File: src/rtl/ibb_pkg.sv
package ibb_pkg;
  localparam int unsigned CFG_W = 9;
  localparam int unsigned CFG_IDX_W = 2;
  localparam logic [CFG_IDX_W-1:0] REG_WIDTH  = 2'd0;
  localparam logic [CFG_IDX_W-1:0] REG_HEIGHT = 2'd1;
  localparam logic [CFG_IDX_W-1:0] REG_RADIUS = 2'd2;
  localparam logic [CFG_IDX_W-1:0] REG_PASSES = 2'd3;
  localparam logic FUNC_LOAD  = 1'b0;
  localparam logic FUNC_FETCH = 1'b1;

  typedef struct packed {
    logic [7:0] alpha_out;
    logic       last_pixel;
  } out_item_t;

  // controller to datapath commands
  typedef struct packed {
    logic start_line;   // clear running sum, start a new line
    logic step;         // tied low by the controller and ignored by the datapath
    logic col_phase;    // 0 row pass (src->rowbuf), 1 column pass (rowbuf->src)
  } dp_cmd_t;

  typedef struct packed {
    logic line_done;
  } dp_sts_t;
endpackage

File: src/rtl/ibb_datapath.sv
// one line of a box filter with replicated edges
module ibb_datapath #(
  parameter int unsigned AW = 16,
  parameter int unsigned LW = 9,
  parameter int unsigned RW = 5
) (
  input  logic                 clk,
  input  logic                 rst,
  input  ibb_pkg::dp_cmd_t     cmd,
  output ibb_pkg::dp_sts_t     sts,
  input  logic [LW-1:0]        line_len,
  input  logic [RW-1:0]        radius,
  input  logic [AW-1:0]        line_base,
  input  logic [AW-1:0]        stride,
  // memory access request toward top (read address, write)
  output logic [AW-1:0]        rd_addr,
  output logic                 rd_en,
  input  logic [7:0]           rd_data,
  output logic                 wr_en,
  output logic [AW-1:0]        wr_addr,
  output logic [7:0]           wr_data
);
  import ibb_pkg::*;
  localparam int unsigned SW = RW + 10 + 1;
  localparam int unsigned KW = LW + RW + 2;

  // phases of one line
  localparam logic [2:0] P_IDLE = 3'd0, P_PRE = 3'd1, P_PRE_W = 3'd2,
                         P_ADD = 3'd3, P_SUB = 3'd4, P_DIV = 3'd5, P_DONE = 3'd6;
  logic [2:0] ph, ph_next;
  logic signed [KW-1:0] k;        // tap index during presum
  logic [LW-1:0] i;               // output index
  logic [SW-1:0] sum;
  logic [SW-1:0] sum_fold;        // sum with the pending fetch folded in
  logic [SW-1:0] rem;             // quotient digit search remainder
  logic [7:0]    quo;
  logic [3:0]    qbit;
  logic [RW+1:0] diam;
  logic          pend_add, pend_sub;

  function automatic logic [LW-1:0] clampi(input logic signed [KW-1:0] v,
                                           input logic [LW-1:0] n);
    logic [LW-1:0] r;
    if (v < 0) r = '0;
    else if (v >= $signed({{(KW-LW){1'b0}}, n})) r = n - 1'b1;
    else r = v[LW-1:0];
    return r;
  endfunction

  logic signed [KW-1:0] ii_s, r_s;
  logic [LW-1:0] tap;
  always_comb begin
    ii_s = $signed({{(KW-LW){1'b0}}, i});
    r_s  = $signed({{(KW-RW){1'b0}}, radius});
    tap  = '0;
    unique case (ph)
      P_PRE:   tap = clampi(k, line_len);
      P_ADD:   tap = clampi(ii_s + r_s + KW'(1), line_len);
      P_SUB:   tap = clampi(ii_s - r_s, line_len);
      default: tap = '0;
    endcase
  end
  assign rd_addr = line_base + AW'(AW'(tap) * stride);
  assign rd_en   = (ph == P_PRE) || (ph == P_ADD) || (ph == P_SUB);
  assign diam    = {radius, 1'b1};
  assign sts.line_done = (ph == P_DONE);

  // read data is registered: fold previous cycle's fetch in
  assign sum_fold = pend_add ? sum + SW'(rd_data) :
                    (pend_sub ? sum - SW'(rd_data) : sum);

  logic [SW-1:0] trial;
  assign trial = {{(SW-RW-2){1'b0}}, diam} << qbit[2:0];

  always_ff @(posedge clk) begin
    if (rst) begin
      ph <= P_IDLE;
      pend_add <= 1'b0;
      pend_sub <= 1'b0;
    end else begin
      ph <= ph_next;
      pend_add <= (ph == P_ADD) || (ph == P_PRE);
      pend_sub <= (ph == P_SUB);
    end
    sum <= (ph == P_IDLE && cmd.start_line) ? '0 : sum_fold;
    unique case (ph)
      P_IDLE: if (cmd.start_line) begin
        k <= -r_s;
        i <= '0;
      end
      P_PRE: k <= k + KW'(1);
      P_PRE_W: begin
        rem <= sum_fold;
        quo <= '0;
        qbit <= 4'd7;
      end
      P_DIV: begin
        if (trial <= rem) begin
          rem <= rem - trial;
          quo[qbit[2:0]] <= 1'b1;
        end
        qbit <= qbit - 4'd1;
      end
      P_SUB: begin
        i <= i + 1'b1;
      end
      default: ;
    endcase
  end

  logic div_last;
  assign div_last = (ph == P_DIV) && (qbit == 4'd0);
  // write result in the cycle after the final digit decision
  logic div_fin;
  logic [7:0] quo_fin;
  always_ff @(posedge clk) begin
    if (rst) div_fin <= 1'b0;
    else div_fin <= div_last;
    quo_fin <= quo | ((div_last && trial <= rem) ? 8'd1 : 8'd0);
  end
  assign wr_en   = div_fin;
  assign wr_addr = line_base + AW'(AW'(i) * stride);
  assign wr_data = quo_fin;

  always_comb begin
    ph_next = ph;
    unique case (ph)
      P_IDLE:  if (cmd.start_line) ph_next = P_PRE;
      P_PRE:   if (k == r_s) ph_next = P_PRE_W;
      P_PRE_W: ph_next = P_DIV;
      P_DIV:   if (qbit == 4'd0) ph_next = P_ADD;
      P_ADD:   ph_next = P_SUB;
      P_SUB:   ph_next = (i + 1'b1 == line_len) ? P_DONE : P_PRE_W;
      P_DONE:  ph_next = P_IDLE;
      default: ph_next = P_IDLE;
    endcase
  end

  logic unused;
  assign unused = ^{cmd.step, cmd.col_phase};
endmodule

File: config.mk
export PLATFORM = sky130hd
export DESIGN_NAME = ibb_datapath
export DESIGN_NICKNAME = d
export VERILOG_FILES = /design/src/rtl/ibb_pkg.sv /design/src/rtl/ibb_datapath.sv
export SDC_FILE = /design/constraint.sdc
export NUM_CORES = 1
export LEC_CHECK = 0
export BUFFER_PORTS_ARGS = -buffer_cell sky130_fd_sc_hd__buf_2
export CAP_MARGIN = 0
export CORE_UTILIZATION = 46
export DETAILED_ROUTE_END_ITERATION = 7
export PLACE_DENSITY = 0.66
export SLEW_MARGIN = 0
export SYNTH_ARGS = -nofsm -noshare
export SYNTH_HDL_FRONTEND = slang
export SYNTH_SLANG_ARGS = --single-unit
File: constraint.sdc
create_clock -name clk -period 8.8 [get_ports clk]
set_input_delay 0.88 -clock clk [delete_from_list [all_inputs] [get_ports clk]]
set_output_delay 0.88 -clock clk [all_outputs]
set_load 0.1 [all_outputs]
==> metrics.md <==
| Metric | Value |
|---|---|
| Kind of launch point of the worst setup path | primary input |
| Input/output buffers | 99 |
| Clock slew at reported path FFs | 0.07 ns |
| Average via count per standard cell | 5.38 |
| Post-Route Setup TNS | -2.11 ns |
| Number of failing setup endpoints in the final timing report | 6 |
| Die boundary height | 175 um |
| Buf+Inv Stages, Crit Path | 5 |
| Layout-stage area growth over the synthesis result | 22.4% |
| Number of remaining DRC errors | 0 |
| CP max stage delay | 0.57 ns |
| Final hold violation count | 0 |
| Detailed Route WL | 36,000 um |
| Die Footprint | 30,600 sq um |
| Register Area | 2190 sq um |
| Commonest cells in the netlist | inv_1, nand2_1, fa_1 |
| Die Width | 175 um |
| Max-cap violations | 0 |
| Number of placement rows | 62 |
| Fmax | 0.107 GHz |
| N_diodes | 0 |
| Final worst path period share | 106% |
| Worst EP required | 7.92 ns |
| Average cell area after synthesis | 8.67 sq um |
| Post-synthesis sequential element count | 83 |
| Detailed-placement wirelength estimate | 28,800 um |
| Violated checks | negative setup slack |
| Library cell with the largest summed area after synthesis | fa_1 |
| Initial cell density of the core | 47.3% |
| Crit end category | primary output |
| Global-route met2 utilization | 42.3% |
| Data arrival time at the worst-slack endpoint | 8.46 ns |
| Most used routing layer | met2 |
| Number of max-slew violations in the final report | 0 |
| Cell count after synthesis | 1,585 |
| H-tree depth | 3 |
| Master of the slowest instance on the critical path | fa_1 |
| Leakage | 7.66 nW |
| Initial DRC count | 528 |
| Pin count of the biggest net entering global routing | 25 |
| Overall fraction of global-route tracks in use | 24.2% |
| Clk_skew | 0.00665 ns |
| Worst-case setup margin in the final layout | -0.540 ns |
| Clock tree from TritonCTS | built |
| Hold Crit Endpoint | wr_data[4]$_DFF_P_ |
| Most used standard cell by instance count after synthesis | inv_1 |
| Met3 routing resource usage after global routing | 1.76% |
| Pre-Repair DR Iteration Count | 7 |
| Clock Tree Root | clkbuf_16 |
| Crit path max-delay family | adder cells |
| Final net count | 2,121 |
| Warnings, synthesis | 0 |
| Register area share after synthesis | 16.0% |
| Antenna-violating nets left | 0 |
| Worst Hold Class | flip-flop to flip-flop |
| Post-synth net total | 1,940 |
| Share of final-layout standard cells stronger than drive strength 1 | 20.6% |
| Depth of the worst register-to-register path | 16 |
| Power Dens Cells | 263 nW/um^2 |
| Routed wire per std cell | 16.7 um |
| Total standard cell area after synthesis | 13,700 sq um |
| Area of the multi-input gates | 11,200 sq um |
| Worst slew pin tran | 1.11 ns |
| Placed insts | 2,123 |
| Clock sink count | 83 |
| Critical path type | primary input to primary output |
| Cell Count, Final, Fillers Out | 2,155 |
| Overall via count from detail_route | 11,600 |
| Minimum clock period | 9.34 ns |
| Leftover overflow at the end of global routing | 0 |
| Most used cell along the critical path | fa_1 |
| Post-Place Setup Slack | -0.924 ns |
| Number of antenna violations at the first check in global routing | 0 |
| Post-synth top flop | edfxtp_1 |
| Run status | complete, but fails checks |
| Global-route wire length before repair | 59,500 um |
| Slew Limit Headroom | 25.6% |
| Placer congestion estimate | 0.901 |
| Share of Yosys cell area claimed by the top area cell type | 23.5% |
| Number of enable-type register cells in the synthesized netlist | 53 |
| Clock latency reported for the late side of the worst-skew pair | 0.34 ns |
| Top-Level Pins | 102 |
| Number of buffers created by CTS | 9 |
| Top area cells in the synthesized netlist | fa_1, ha_1, edfxtp_1 |
| Filler instances | 2,591 |
| Peak ir drop on the vdd network | 1070 uV |
| Worst R2R Start | qbit[0]$_SDFFCE_PN1N_ |
| Critical-path maximum fanout | 7 |
| RSZ-0062 raised after global routing | yes |
| Hold depth | 0 |
| Clock tree buffer depth | 2 |
| Core box area | 29,000 sq um |
| Total Power | 4.42 mW |
| End of the worst register-to-register path | rem[0]$_DFFE_PP_ |
| Number of global-route vias before repair | 11,800 |
| HP Start | quo[4]$_SDFFCE_PN0P_ |
| Number of cells on the critical path | 31 |
| Met1 demand-to-capacity share in global routing | 32.6% |
| Number of distinct library cells after synthesis | 74 |
| R2R setup slack | 3.72 ns |
| Fraction of synthesis flops using an asynchronous set or reset pin | 0% |
## power breakdown
group          internal, mW  switching (mW)  total, mW  leakage (nW)
clock network         0.253           0.167      0.420         0.156
registers             0.433          0.0231      0.456         0.722
logic                 0.988            2.55       3.54          6.79
total                  1.67            2.74       4.42          7.66
## per-stage QoR
step | hold WS (ns) | instance area, sq um | utilization, %
final | 0.385 | 16800 | 57.9
after global routing | 0.394 | 16800 | 57.9
after CTS | 0.386 | 16500 | 56.8
after detailed placement | 0.358 | 15900 | 54.7
after global placement | 0.370 | 15900 | 54.7
after floorplan | 0.349 | 14100 | -
## placed cells by master (no fill, tap or decap), types with 7 or more instances in the layout
cell / instances
xor2_1: 34
mux2i_1: 25
nor3_1: 22
inv_2: 8
nand2b_1: 12
nand4_1: 14
and2_1: 73
fa_2: 7
buf_2: 86
xnor2_2: 7
ha_1: 116
inv_1: 227
o21ai_0: 49
buf_12: 12
and3_1: 11
nand2_1: 200
edfxtp_1: 53
dfxtp_1: 30
buf_6: 8
o21bai_1: 18
fa_1: 154
nand3_1: 17
xnor2_1: 86
buf_4: 123
a31oi_1: 10
o31ai_1: 9
a21o_1: 14
nor2_1: 79
clkbuf_16: 9
ha_4: 18
nor2b_1: 21
a21oi_1: 61
## worst max-delay path by stage
stage                     startpoint           to  slack, ns
final                      radius[0]  rd_addr[14]      -0.54
after global placement     radius[0]  rd_addr[14]      -0.73
after floorplan            radius[0]  rd_addr[15]      -0.30
after global routing       radius[1]  rd_addr[14]      -0.84
after CTS                  radius[0]  rd_addr[14]      -0.70
after detailed placement   radius[2]  rd_addr[14]      -0.92
## flip-flops by register name (all words and copies together), names as in the netlist
signal,flops
pend_add,1
ph,3
pend_sub,1
quo,8
wr_data,8
rem,16
qbit,4
k,16
wr_en,1
i,9
sum,16
## kinds of logic after synthesis
| family | after synthesis | synth area share (%) |
|---|---|---|
| muxes | 28 | 2.07 |
| DFF | 83 | 16.0 |
| AOI/OAI and AO/OA | 243 | 11.7 |
| buffers and inverters | 299 | 8.22 |
| xor gates and xnor gates | 137 | 8.94 |
| and+or+nand+nor | 499 | 17.4 |
| adders and majority gates | 296 | 35.8 |
## routing by layer
layer | part of all wire (%) | vias up
met5 | 0 | -
met4 | 1.9 | 0
met1 | 45 | 5706
met3 | 4.2 | 46
li1 | - | 5523
met2 | 49 | 322
## timing repair
item | CTS | global route
gates resized for setup | 48 | 46
setup buffers | 6 | 11
endpoints found under the hold margin | 0 | 0
pin swaps | 42 | 58
setup endpoints to repair | 9 | 9
hold buffers | 0 | 0
## cell type report
type | count | area share [%]
Tap cell | 384 | 2.86
Inverter | 238 | 5.39
Sequential cell | 83 | 13.0
Clock inverter | 6 | 0.573
Timing Repair Buffer | 231 | 10.2
Clock buffer | 10 | 1.36
Multi-Input combinational cell | 1203 | 66.6
Note: power is estimated with default switching activity, not from simulation.
