--- src/rtl/ibb_pkg.sv ---
package ibb_pkg;
  localparam int unsigned CFG_W = 9;
  localparam int unsigned CFG_IDX_W = 2;
  localparam logic [CFG_IDX_W-1:0] REG_WIDTH  = 2'd0;
  localparam logic [CFG_IDX_W-1:0] REG_HEIGHT = 2'd1;
  localparam logic [CFG_IDX_W-1:0] REG_RADIUS = 2'd2;
  localparam logic [CFG_IDX_W-1:0] REG_PASSES = 2'd3;
  localparam logic FUNC_LOAD  = 1'b0;
  localparam logic FUNC_FETCH = 1'b1;

  typedef struct packed {
    logic [7:0] alpha_out;
    logic       last_pixel;
  } out_item_t;

  // controller to datapath commands
  typedef struct packed {
    logic start_line;   // clear running sum, start a new line
    logic step;         // tied low by the controller and ignored by the datapath
    logic col_phase;    // 0 row pass (src->rowbuf), 1 column pass (rowbuf->src)
  } dp_cmd_t;

  typedef struct packed {
    logic line_done;
  } dp_sts_t;
endpackage

--- src/rtl/ibb_ctrl.sv ---
// frame sequencer: loads, lines of each pass, fetches
module ibb_ctrl #(
  parameter int unsigned AW = 16,
  parameter int unsigned LW = 9,
  parameter int unsigned PW = 3
) (
  input  logic             clk,
  input  logic             rst,
  input  logic [LW-1:0]    w,
  input  logic [LW-1:0]    h,
  input  logic             blur_on,
  input  logic [PW-1:0]    passes,
  input  logic             in_valid,
  input  logic             in_func,
  output logic             in_ready,
  input  logic             out_slot_free,
  output logic             load_we,
  output logic [AW-1:0]    load_addr,
  output logic             fetch_go,
  output logic [AW-1:0]    fetch_addr,
  output logic             fetch_last,
  output ibb_pkg::dp_cmd_t cmd,
  input  ibb_pkg::dp_sts_t sts,
  output logic [LW-1:0]    line_idx
);
  import ibb_pkg::*;
  localparam logic [1:0] S_IO = 2'd0, S_START = 2'd1, S_LINE = 2'd2;
  logic [1:0]    state;
  logic [AW:0]   lpos, fpos;
  logic          ready_f;
  logic [PW-1:0] pcnt;
  logic          colp;
  logic [AW:0]   total;
  logic          acc;
  logic          run_blur;

  assign total = (AW+1)'(w * h);
  assign in_ready = (state == S_IO) && (in_func == FUNC_LOAD || out_slot_free);
  assign acc = in_valid && in_ready;
  assign load_we = acc && in_func == FUNC_LOAD;
  assign load_addr = lpos[AW] ? '0 : lpos[AW-1:0];
  assign fetch_go = acc && in_func == FUNC_FETCH && ready_f;
  assign fetch_addr = fpos[AW] ? '1 : fpos[AW-1:0];
  assign fetch_last = (fpos + 1'b1 >= total);
  assign cmd.start_line = (state == S_START);
  assign cmd.step = 1'b0;
  assign cmd.col_phase = colp;
  assign run_blur = blur_on && passes != '0;

  logic [AW:0] lnext;
  assign lnext = (lpos[AW] ? '0 : lpos) + 1'b1;

  always_ff @(posedge clk) begin
    if (rst) begin
      state <= S_IO;
      lpos <= '0;
      fpos <= '0;
      ready_f <= 1'b0;
      pcnt <= '0;
      colp <= 1'b0;
      line_idx <= '0;
    end else begin
      unique case (state)
        S_IO: begin
          if (load_we) begin
            fpos <= '0;
            if (lnext >= total) begin
              lpos <= '0;
              // no blurring: the loaded frame is ready at once
              ready_f <= !run_blur;
              if (run_blur) begin
                state <= S_START;
                pcnt <= '0;
                colp <= 1'b0;
                line_idx <= '0;
              end
            end else begin
              lpos <= lnext;
              ready_f <= 1'b0;
            end
          end else if (fetch_go) begin
            if (fetch_last) begin
              fpos <= '0;
              ready_f <= 1'b0;
            end else fpos <= fpos + 1'b1;
          end
        end
        S_START: state <= S_LINE;
        S_LINE: if (sts.line_done) begin
          if (line_idx + 1'b1 != (colp ? w : h)) begin
            line_idx <= line_idx + 1'b1;
            state <= S_START;
          end else if (!colp) begin
            colp <= 1'b1;
            line_idx <= '0;
            state <= S_START;
          end else if (pcnt + 1'b1 != passes) begin
            pcnt <= pcnt + 1'b1;
            colp <= 1'b0;
            line_idx <= '0;
            state <= S_START;
          end else begin
            ready_f <= 1'b1;
            fpos <= '0;
            state <= S_IO;
          end
        end
        default: state <= S_IO;
      endcase
    end
  end
endmodule

--- config.mk ---
export PLATFORM = sky130hd
export DESIGN_NAME = ibb_ctrl
export DESIGN_NICKNAME = d
export VERILOG_FILES = /design/src/rtl/ibb_pkg.sv /design/src/rtl/ibb_ctrl.sv
export SDC_FILE = /design/constraint.sdc
export NUM_CORES = 1
export LEC_CHECK = 0
export BUFFER_PORTS_ARGS = -buffer_cell sky130_fd_sc_hd__buf_2
export CORE_MARGIN = 1.5
export CORE_UTILIZATION = 58
export CTS_BUF_LIST = sky130_fd_sc_hd__clkbuf_8
export CTS_CLUSTER_DIAMETER = 40
export DETAILED_ROUTE_END_ITERATION = 7
export PLACE_DENSITY = 0.79
export SLEW_MARGIN = 20
export SYNTH_ARGS = -nofsm -noshare
export SYNTH_HDL_FRONTEND = slang
export SYNTH_SLANG_ARGS = --single-unit
--- constraint.sdc ---
create_clock -name clk -period 9.2 [get_ports clk]
set_input_delay 1.38 -clock clk [delete_from_list [all_inputs] [get_ports clk]]
set_output_delay 1.38 -clock clk [all_outputs]
set_load 0.02 [all_outputs]
==> impl_metrics.tcl, run 1 <==
set metrics [dict create \
    cts_sinks 50 \
    yosys_warnings 0 \
    clockBufferDepth 2 \
    cp-startpoint "w[2]" \
    placed_area_mm2 0.00706 \
    yosysTopAreaCell "dfxtp_1" \
    setup_tns_ps 0 \
    start_util_pct 59.1 \
    gp_congestion 0.892 \
    drv_cap 0 \
    slew_viol_final 0 \
    hold_depth 2 \
    rows 39 \
    cts_hold_buffers 0 \
    cts.clk_slew.worst_paths_ps 90 \
    hold_violations 0 \
    tightest_slew_ps 770 \
    dieArea_mm2 0.0122 \
    synth_compound_area_share_pct 13.2 \
    grt_pass1_wl_mm 26.2 \
    required_ps 7820 \
    fin_util_pct 62.7 \
    critical_path_class "in2out" \
    root_buffer "clkbuf_8" \
    path_max_fanout 10 \
    finalClockSkew_ps 3.46 \
    p_comb_share_pct 69.1 \
    grt_max_degree 51 \
    grt_use_total_pct 25.5 \
    via_per_inst 5.69 \
    syn_inst 829 \
    synth_top_area_share_pct 14.9 \
    post_cts_buffers 0 \
    p_sw_share_pct 48.6 \
    rsz0062_at_grt "no" \
    syn_nets 976 \
    cts_tree "built" \
    hold_start "lpos[15]" \
    synth_edf_count 0 \
    grt_pass1_vias 5702 \
    drt_first_pass_iters 5 \
    muxShareOfSynthArea_pct 1.49 \
    ios 76 \
    ff2ff_path_depth 18 \
    dp_hpwl_mm 12.0 \
    dieHeight_um 111 \
    syn_area_mm2 0.00672 \
    synth-simple-area-share_pct 26.3 \
    antenna_found_initial 0 \
    drive_gt1_share_pct 14.2 \
    p_leak_nw 3.56 \
    status "finished, final reports clean" \
    ir_drop_v 0.000107 \
    synth_cell_types 72 \
    finalPower_w 0.00111 \
    io_buffer_count 74 \
    syn_area_per_cell_um2 8.10 \
    slew_headroom_pct 48.6 \
    grt_overflow 0 \
    p_per_area_mw_per_mm2 155 \
    timing.rr.start "lpos[16]" \
    final_common_cell "inv_1" \
    cp-end-kind "output port" \
    p_int_w 0.000570 \
    synthTopCellsByArea "dfxtp_1, fa_1, ha_1" \
    worstPathArrival_ps 7210 \
    drtIter0Drc 370 \
    syn2layout_area_growth_pct 6.20 \
    p_sw_w 0.000539 \
    num_vias 5772 \
    synth_seq_cells 50 \
    ys_seq_area_share_pct 14.9 \
    crit_path_start_kind "input port" \
    diodes 0 \
    ant_nets 0 \
    nets 1018 \
    hold_class "reg2reg" \
    synthArstFlopShare_pct 0 \
    synth_top_family_by_area "adder cells" \
    fin_crit_sh_pct 93.4 \
    numCtsBuffers 5 \
    yosys.area_share.adder_pct 27.8 \
    layout_common_cells "inv_1, nand2_1, buf_2" \
    clk_latency_ps 310 \
    power_frac_seq_pct 19.7 \
    synth-xor-area-share_pct 7.82 \
    clockPowerShare_pct 11.2 \
    cts.repair.resized 0 \
    core-area_mm2 0.0114 \
    final_cell_area_mm2 0.00713 \
    max_freq_ghz 0.116 \
    synthFlopType "dfxtp_1" \
    routed_wl_mm 15.2 \
    drc 0 \
    setup_violations 0 \
    die_w_um 111 \
    htreeDepth 2 \
    wl_per_cell_um 15.0 \
    min_period_ps 8590 \
]
-- worst max-delay path, stage by stage --
cell	delay, ps
buf_2	150
and2_1	190
fa_1	510
fa_1	520
fa_1	550
inv_1	60
fa_1	520
inv_1	40
ha_1	360
a2111oi_0	450
o21ai_1	210
nand2_1	140
o21bai_1	70
a21oi_1	170
xor2_1	290
ha_1	320
a21oi_1	140
o21ai_0	100
a31o_2	220
maj3_2	310
a311oi_4	290
inv_1	60
buf_2	160
-- stage by stage --
step / worst slack (ps) / hold WS, ps / std cells
after detailed placement: 648 / 449 / 1007
after global placement: 824 / 443 / 1007
after CTS: 616 / 461 / 1014
after global routing: 187 / 484 / 1014
final: 608 / 460 / 1014
after floorplan: 845 / 432 / 829
-- layout make-up --
type / instances / area, um2
clock buffers: 5 / 68.8
clock inverters: 2 / 7.51
fillers: 1008 / 4240
inverters: 88 / 330
multi-input cells: 649 / 5150
flip-flops and latches: 50 / 1000
well taps: 143 / 179
repair buffers: 77 / 393
-- sequential cells by signal, summed over array words and instances, names as in the netlist --
signal    flops
colp          1
line_idx      9
ready_f       1
fpos         17
lpos         17
pcnt          3
state         2
-- final timing paths --
| path | to | slack, ps |
|---|---|---|
| min | lpos[15] | 460 |
| max | fetch_last | 610 |
| max reg2reg | ready_f | 4520 |
| min reg2reg | lpos[15] | 460 |
-- layer usage --
| layer | up-vias | routed length (um) | part of all wire, % | global-route usage, % |
|---|---|---|---|---|
| li1 | 2877 | - | - | - |
| met4 | 0 | 215 | 1.4 | 5.56 |
| met3 | 17 | 659 | 4.3 | 3.51 |
| met2 | 145 | 7350 | 48 | 44.5 |
| met5 | - | 0 | 0 | 0 |
| met1 | 2733 | 6990 | 46 | 33.6 |
-- synth_stat cells, types with 3 or more instances --
cell	number
nand2b_1	6
o31a_1	3
o21bai_1	4
ha_1	70
and3_1	8
a31oi_1	3
o21a_1	3
nor2b_1	22
and4b_1	3
a32oi_1	11
or4_1	3
nor3_1	10
a21oi_1	41
buf_4	4
and3_2	3
inv_1	87
a211oi_1	6
nand3_1	48
a21o_1	10
mux2i_1	10
or2_2	20
o21ai_0	15
a31o_2	4
dfxtp_1	50
and2_1	53
a2111oi_0	3
nand2_1	80
nor4b_1	4
buf_2	3
nor2_1	40
clkbuf_1	24
xor2_1	24
or3_1	3
clkbuf_2	3
buf_6	6
xnor2_1	36
fa_1	49
nand4_1	8
-- power by group through the flow --
stage	Clock, W	Sequential [W]	Combinational (W)
final	0.000124	0.000218	0.000766
after global routing	0.000134	0.000218	0.000880
after CTS	0.000126	0.000218	0.000764
after detailed placement	0	0.000223	0.000759
after global placement	0	0.000223	0.000746
after floorplan	0	0.000223	0.000583
-- logic make-up after synthesis --
| kind of cell | Yosys count |
|---|---|
| simple gates | 330 |
| buf+inv | 130 |
| compound gates | 128 |
| fa+ha+maj | 120 |
| xor+xnor | 60 |
| flops | 50 |
| mux | 10 |
| other cells | 1 |
No activity file was read; power rests on OpenSTA's default activity.
==> run 2, diff against run 1 <==
- CORE_MARGIN: 1.5 -> 10
==> run 2 against run 1 <==
  * Register-to-register slack better by 30 ps
  * Combinational power about the same
  * Sequential cell count unchanged
  * Critical path depth unchanged
  * Global-route usage down 5.8 points
  * Sequential power about the same
  * Cell count about the same
  * Via count up 1.2%
  * Clock power up 30%
  * Count of clock-buffer cells in the layout unchanged
  * Wire length up 6.0%
  * Largest cell class unchanged
==> impl_metrics.tcl, run 2 (synthesis results as in run 1) <==
set metrics [dict create \
    status "finished, final reports clean" \
    register_area_mm2 0.00100 \
    drc 0 \
    fin_crit_sh_pct 92.9 \
    core-area_mm2 0.0114 \
    grt_use_total_pct 19.7 \
    grt_max_degree 51 \
    multi_input_area_mm2 0.00515 \
    wl_per_cell_um 15.9 \
    path_buf_inv 5 \
    fin_util_pct 63.1 \
    nFillCells 1021 \
    p_leak_nw 3.57 \
    drv_cap 0 \
    worstPathArrival_ps 7170 \
    setup_tns_ps 0 \
    min_period_ps 8550 \
    post_cts_buffers 0 \
    io_buffer_count 74 \
    cp_cell_sequence "buf_2 > and2_1 > fa_1 > fa_1 > fa_1 > inv_1 > fa_1 > inv_1 > ha_1 > a2111oi_0 > o21ai_1 > nand2_1 > o21bai_1 > a21oi_1 > xor2_1 > ha_1 > a21oi_1 > o21ai_0 > a31o_2 > maj3_2 > a311oi_4 > inv_1 > buf_2" \
    num_vias 5840 \
    hold_ws_ps 457 \
    cp_top_family "adder cells" \
    grt_overflow 0 \
    cts.clk_slew.worst_paths_ps 90 \
    dp_hpwl_mm 12.8 \
    finalClockSkew_ps 14.0 \
    htreeDepth 2 \
    reg.largest.list "fpos: 17 flops, lpos: 17 flops, line_idx: 9 flops" \
    ios 76 \
    root_buffer "clkbuf_8" \
    dieHeight_um 128 \
    critical_path_class "in2out" \
    die_w_um 128 \
    clk_latency_ps 320 \
    drive_gt1_share_pct 14.6 \
    clockBufferDepth 2 \
    layout_common_cells "inv_1, nand2_1, buf_2" \
    gp_congestion 0.878 \
    diodes 0 \
    setup_violations 0 \
    finalPower_w 0.00115 \
    hold_violations 0 \
    path_common_cell "fa_1" \
    p_per_area_mw_per_mm2 160 \
    cts_sinks 50 \
    drt_first_pass_iters 5 \
    final_cells 1015 \
    cts_tree "built" \
    via_per_inst 5.75 \
    cp-end-kind "output port" \
    cts_hold_buffers 0 \
    rows 39 \
    rsz0062_at_grt "no" \
    ant_nets 0 \
    dieArea_mm2 0.0163 \
    slew_viol_final 0 \
    critPathMaxStageDelay_ps 540 \
    final_common_cell "inv_1" \
    syn2layout_area_growth_pct 6.76 \
    path_max_fanout 10 \
    dp.cells 1007 \
    hold_class "reg2reg" \
    tightest_slew_ps 806 \
    numCtsBuffers 5 \
    grt_pass1_vias 5713 \
    cts.repair.resized 0 \
    slew_headroom_pct 46.2 \
    cp_slowest_cell "fa_1" \
    antenna_found_initial 0 \
    routed_wl_mm 16.1 \
    grt_pass1_wl_mm 27.4 \
    crit_path_start_kind "input port" \
    ir_drop_v 0.000119 \
    drtIter0Drc 527 \
    start_util_pct 59.1 \
    nets 1018 \
    max_freq_ghz 0.117 \
    required_ps 7820 \
]
-- run 2: stage by stage --
step	area, um2	setup WS (ps)
after floorplan	6720	845
after global placement	7060	830
after detailed placement	7060	705
after CTS	7170	673
after global routing	7170	303
final	7170	652
-- run 2: final timing paths --
check / startpoint / to / slack [ps] / depth (start not counted)
hold / removal: lpos[15] / lpos[15] / 460 / 2
hold reg to reg: lpos[15] / lpos[15] / 460 / 2
setup reg to reg: lpos[16] / lpos[4] / 4550 / 18
setup / recovery: w[2] / fetch_last / 650 / 23
-- run 2: worst min-delay path, stage by stage (launching register included) --
cell and delay (ps):
dfxtp_1 320, nand2_1 50, a21oi_1 50
-- run 2: area by class of cell --
type                    instances  area share [%]
multi-input cells             649            71.9
flip-flops and latches         50            14.0
repair buffers                 77            5.48
inverters                      88            4.61
well taps                     143            2.49
clock buffers                   5           0.960
clock inverters                 3           0.628
-- run 2: layer usage --
| metal | GRT usage [%] | up-vias | part of all wire (%) | wire (um) |
|---|---|---|---|---|
| met3 | 3.18 | 29 | 4.9 | 783 |
| met5 | 0 | - | 0 | 0 |
| met4 | 5.70 | 0 | 2.3 | 371 |
| met1 | 25.4 | 2776 | 45 | 7220 |
| met2 | 33.3 | 158 | 48 | 7770 |
| li1 | - | 2877 | - | - |
-- run 2: power by group --
group	switching, W	internal (W)	leakage, nW
logic	0.000464	0.000304	3.12
registers	0.000000944	0.000217	0.403
clock network	0.0000796	0.0000810	0.0504
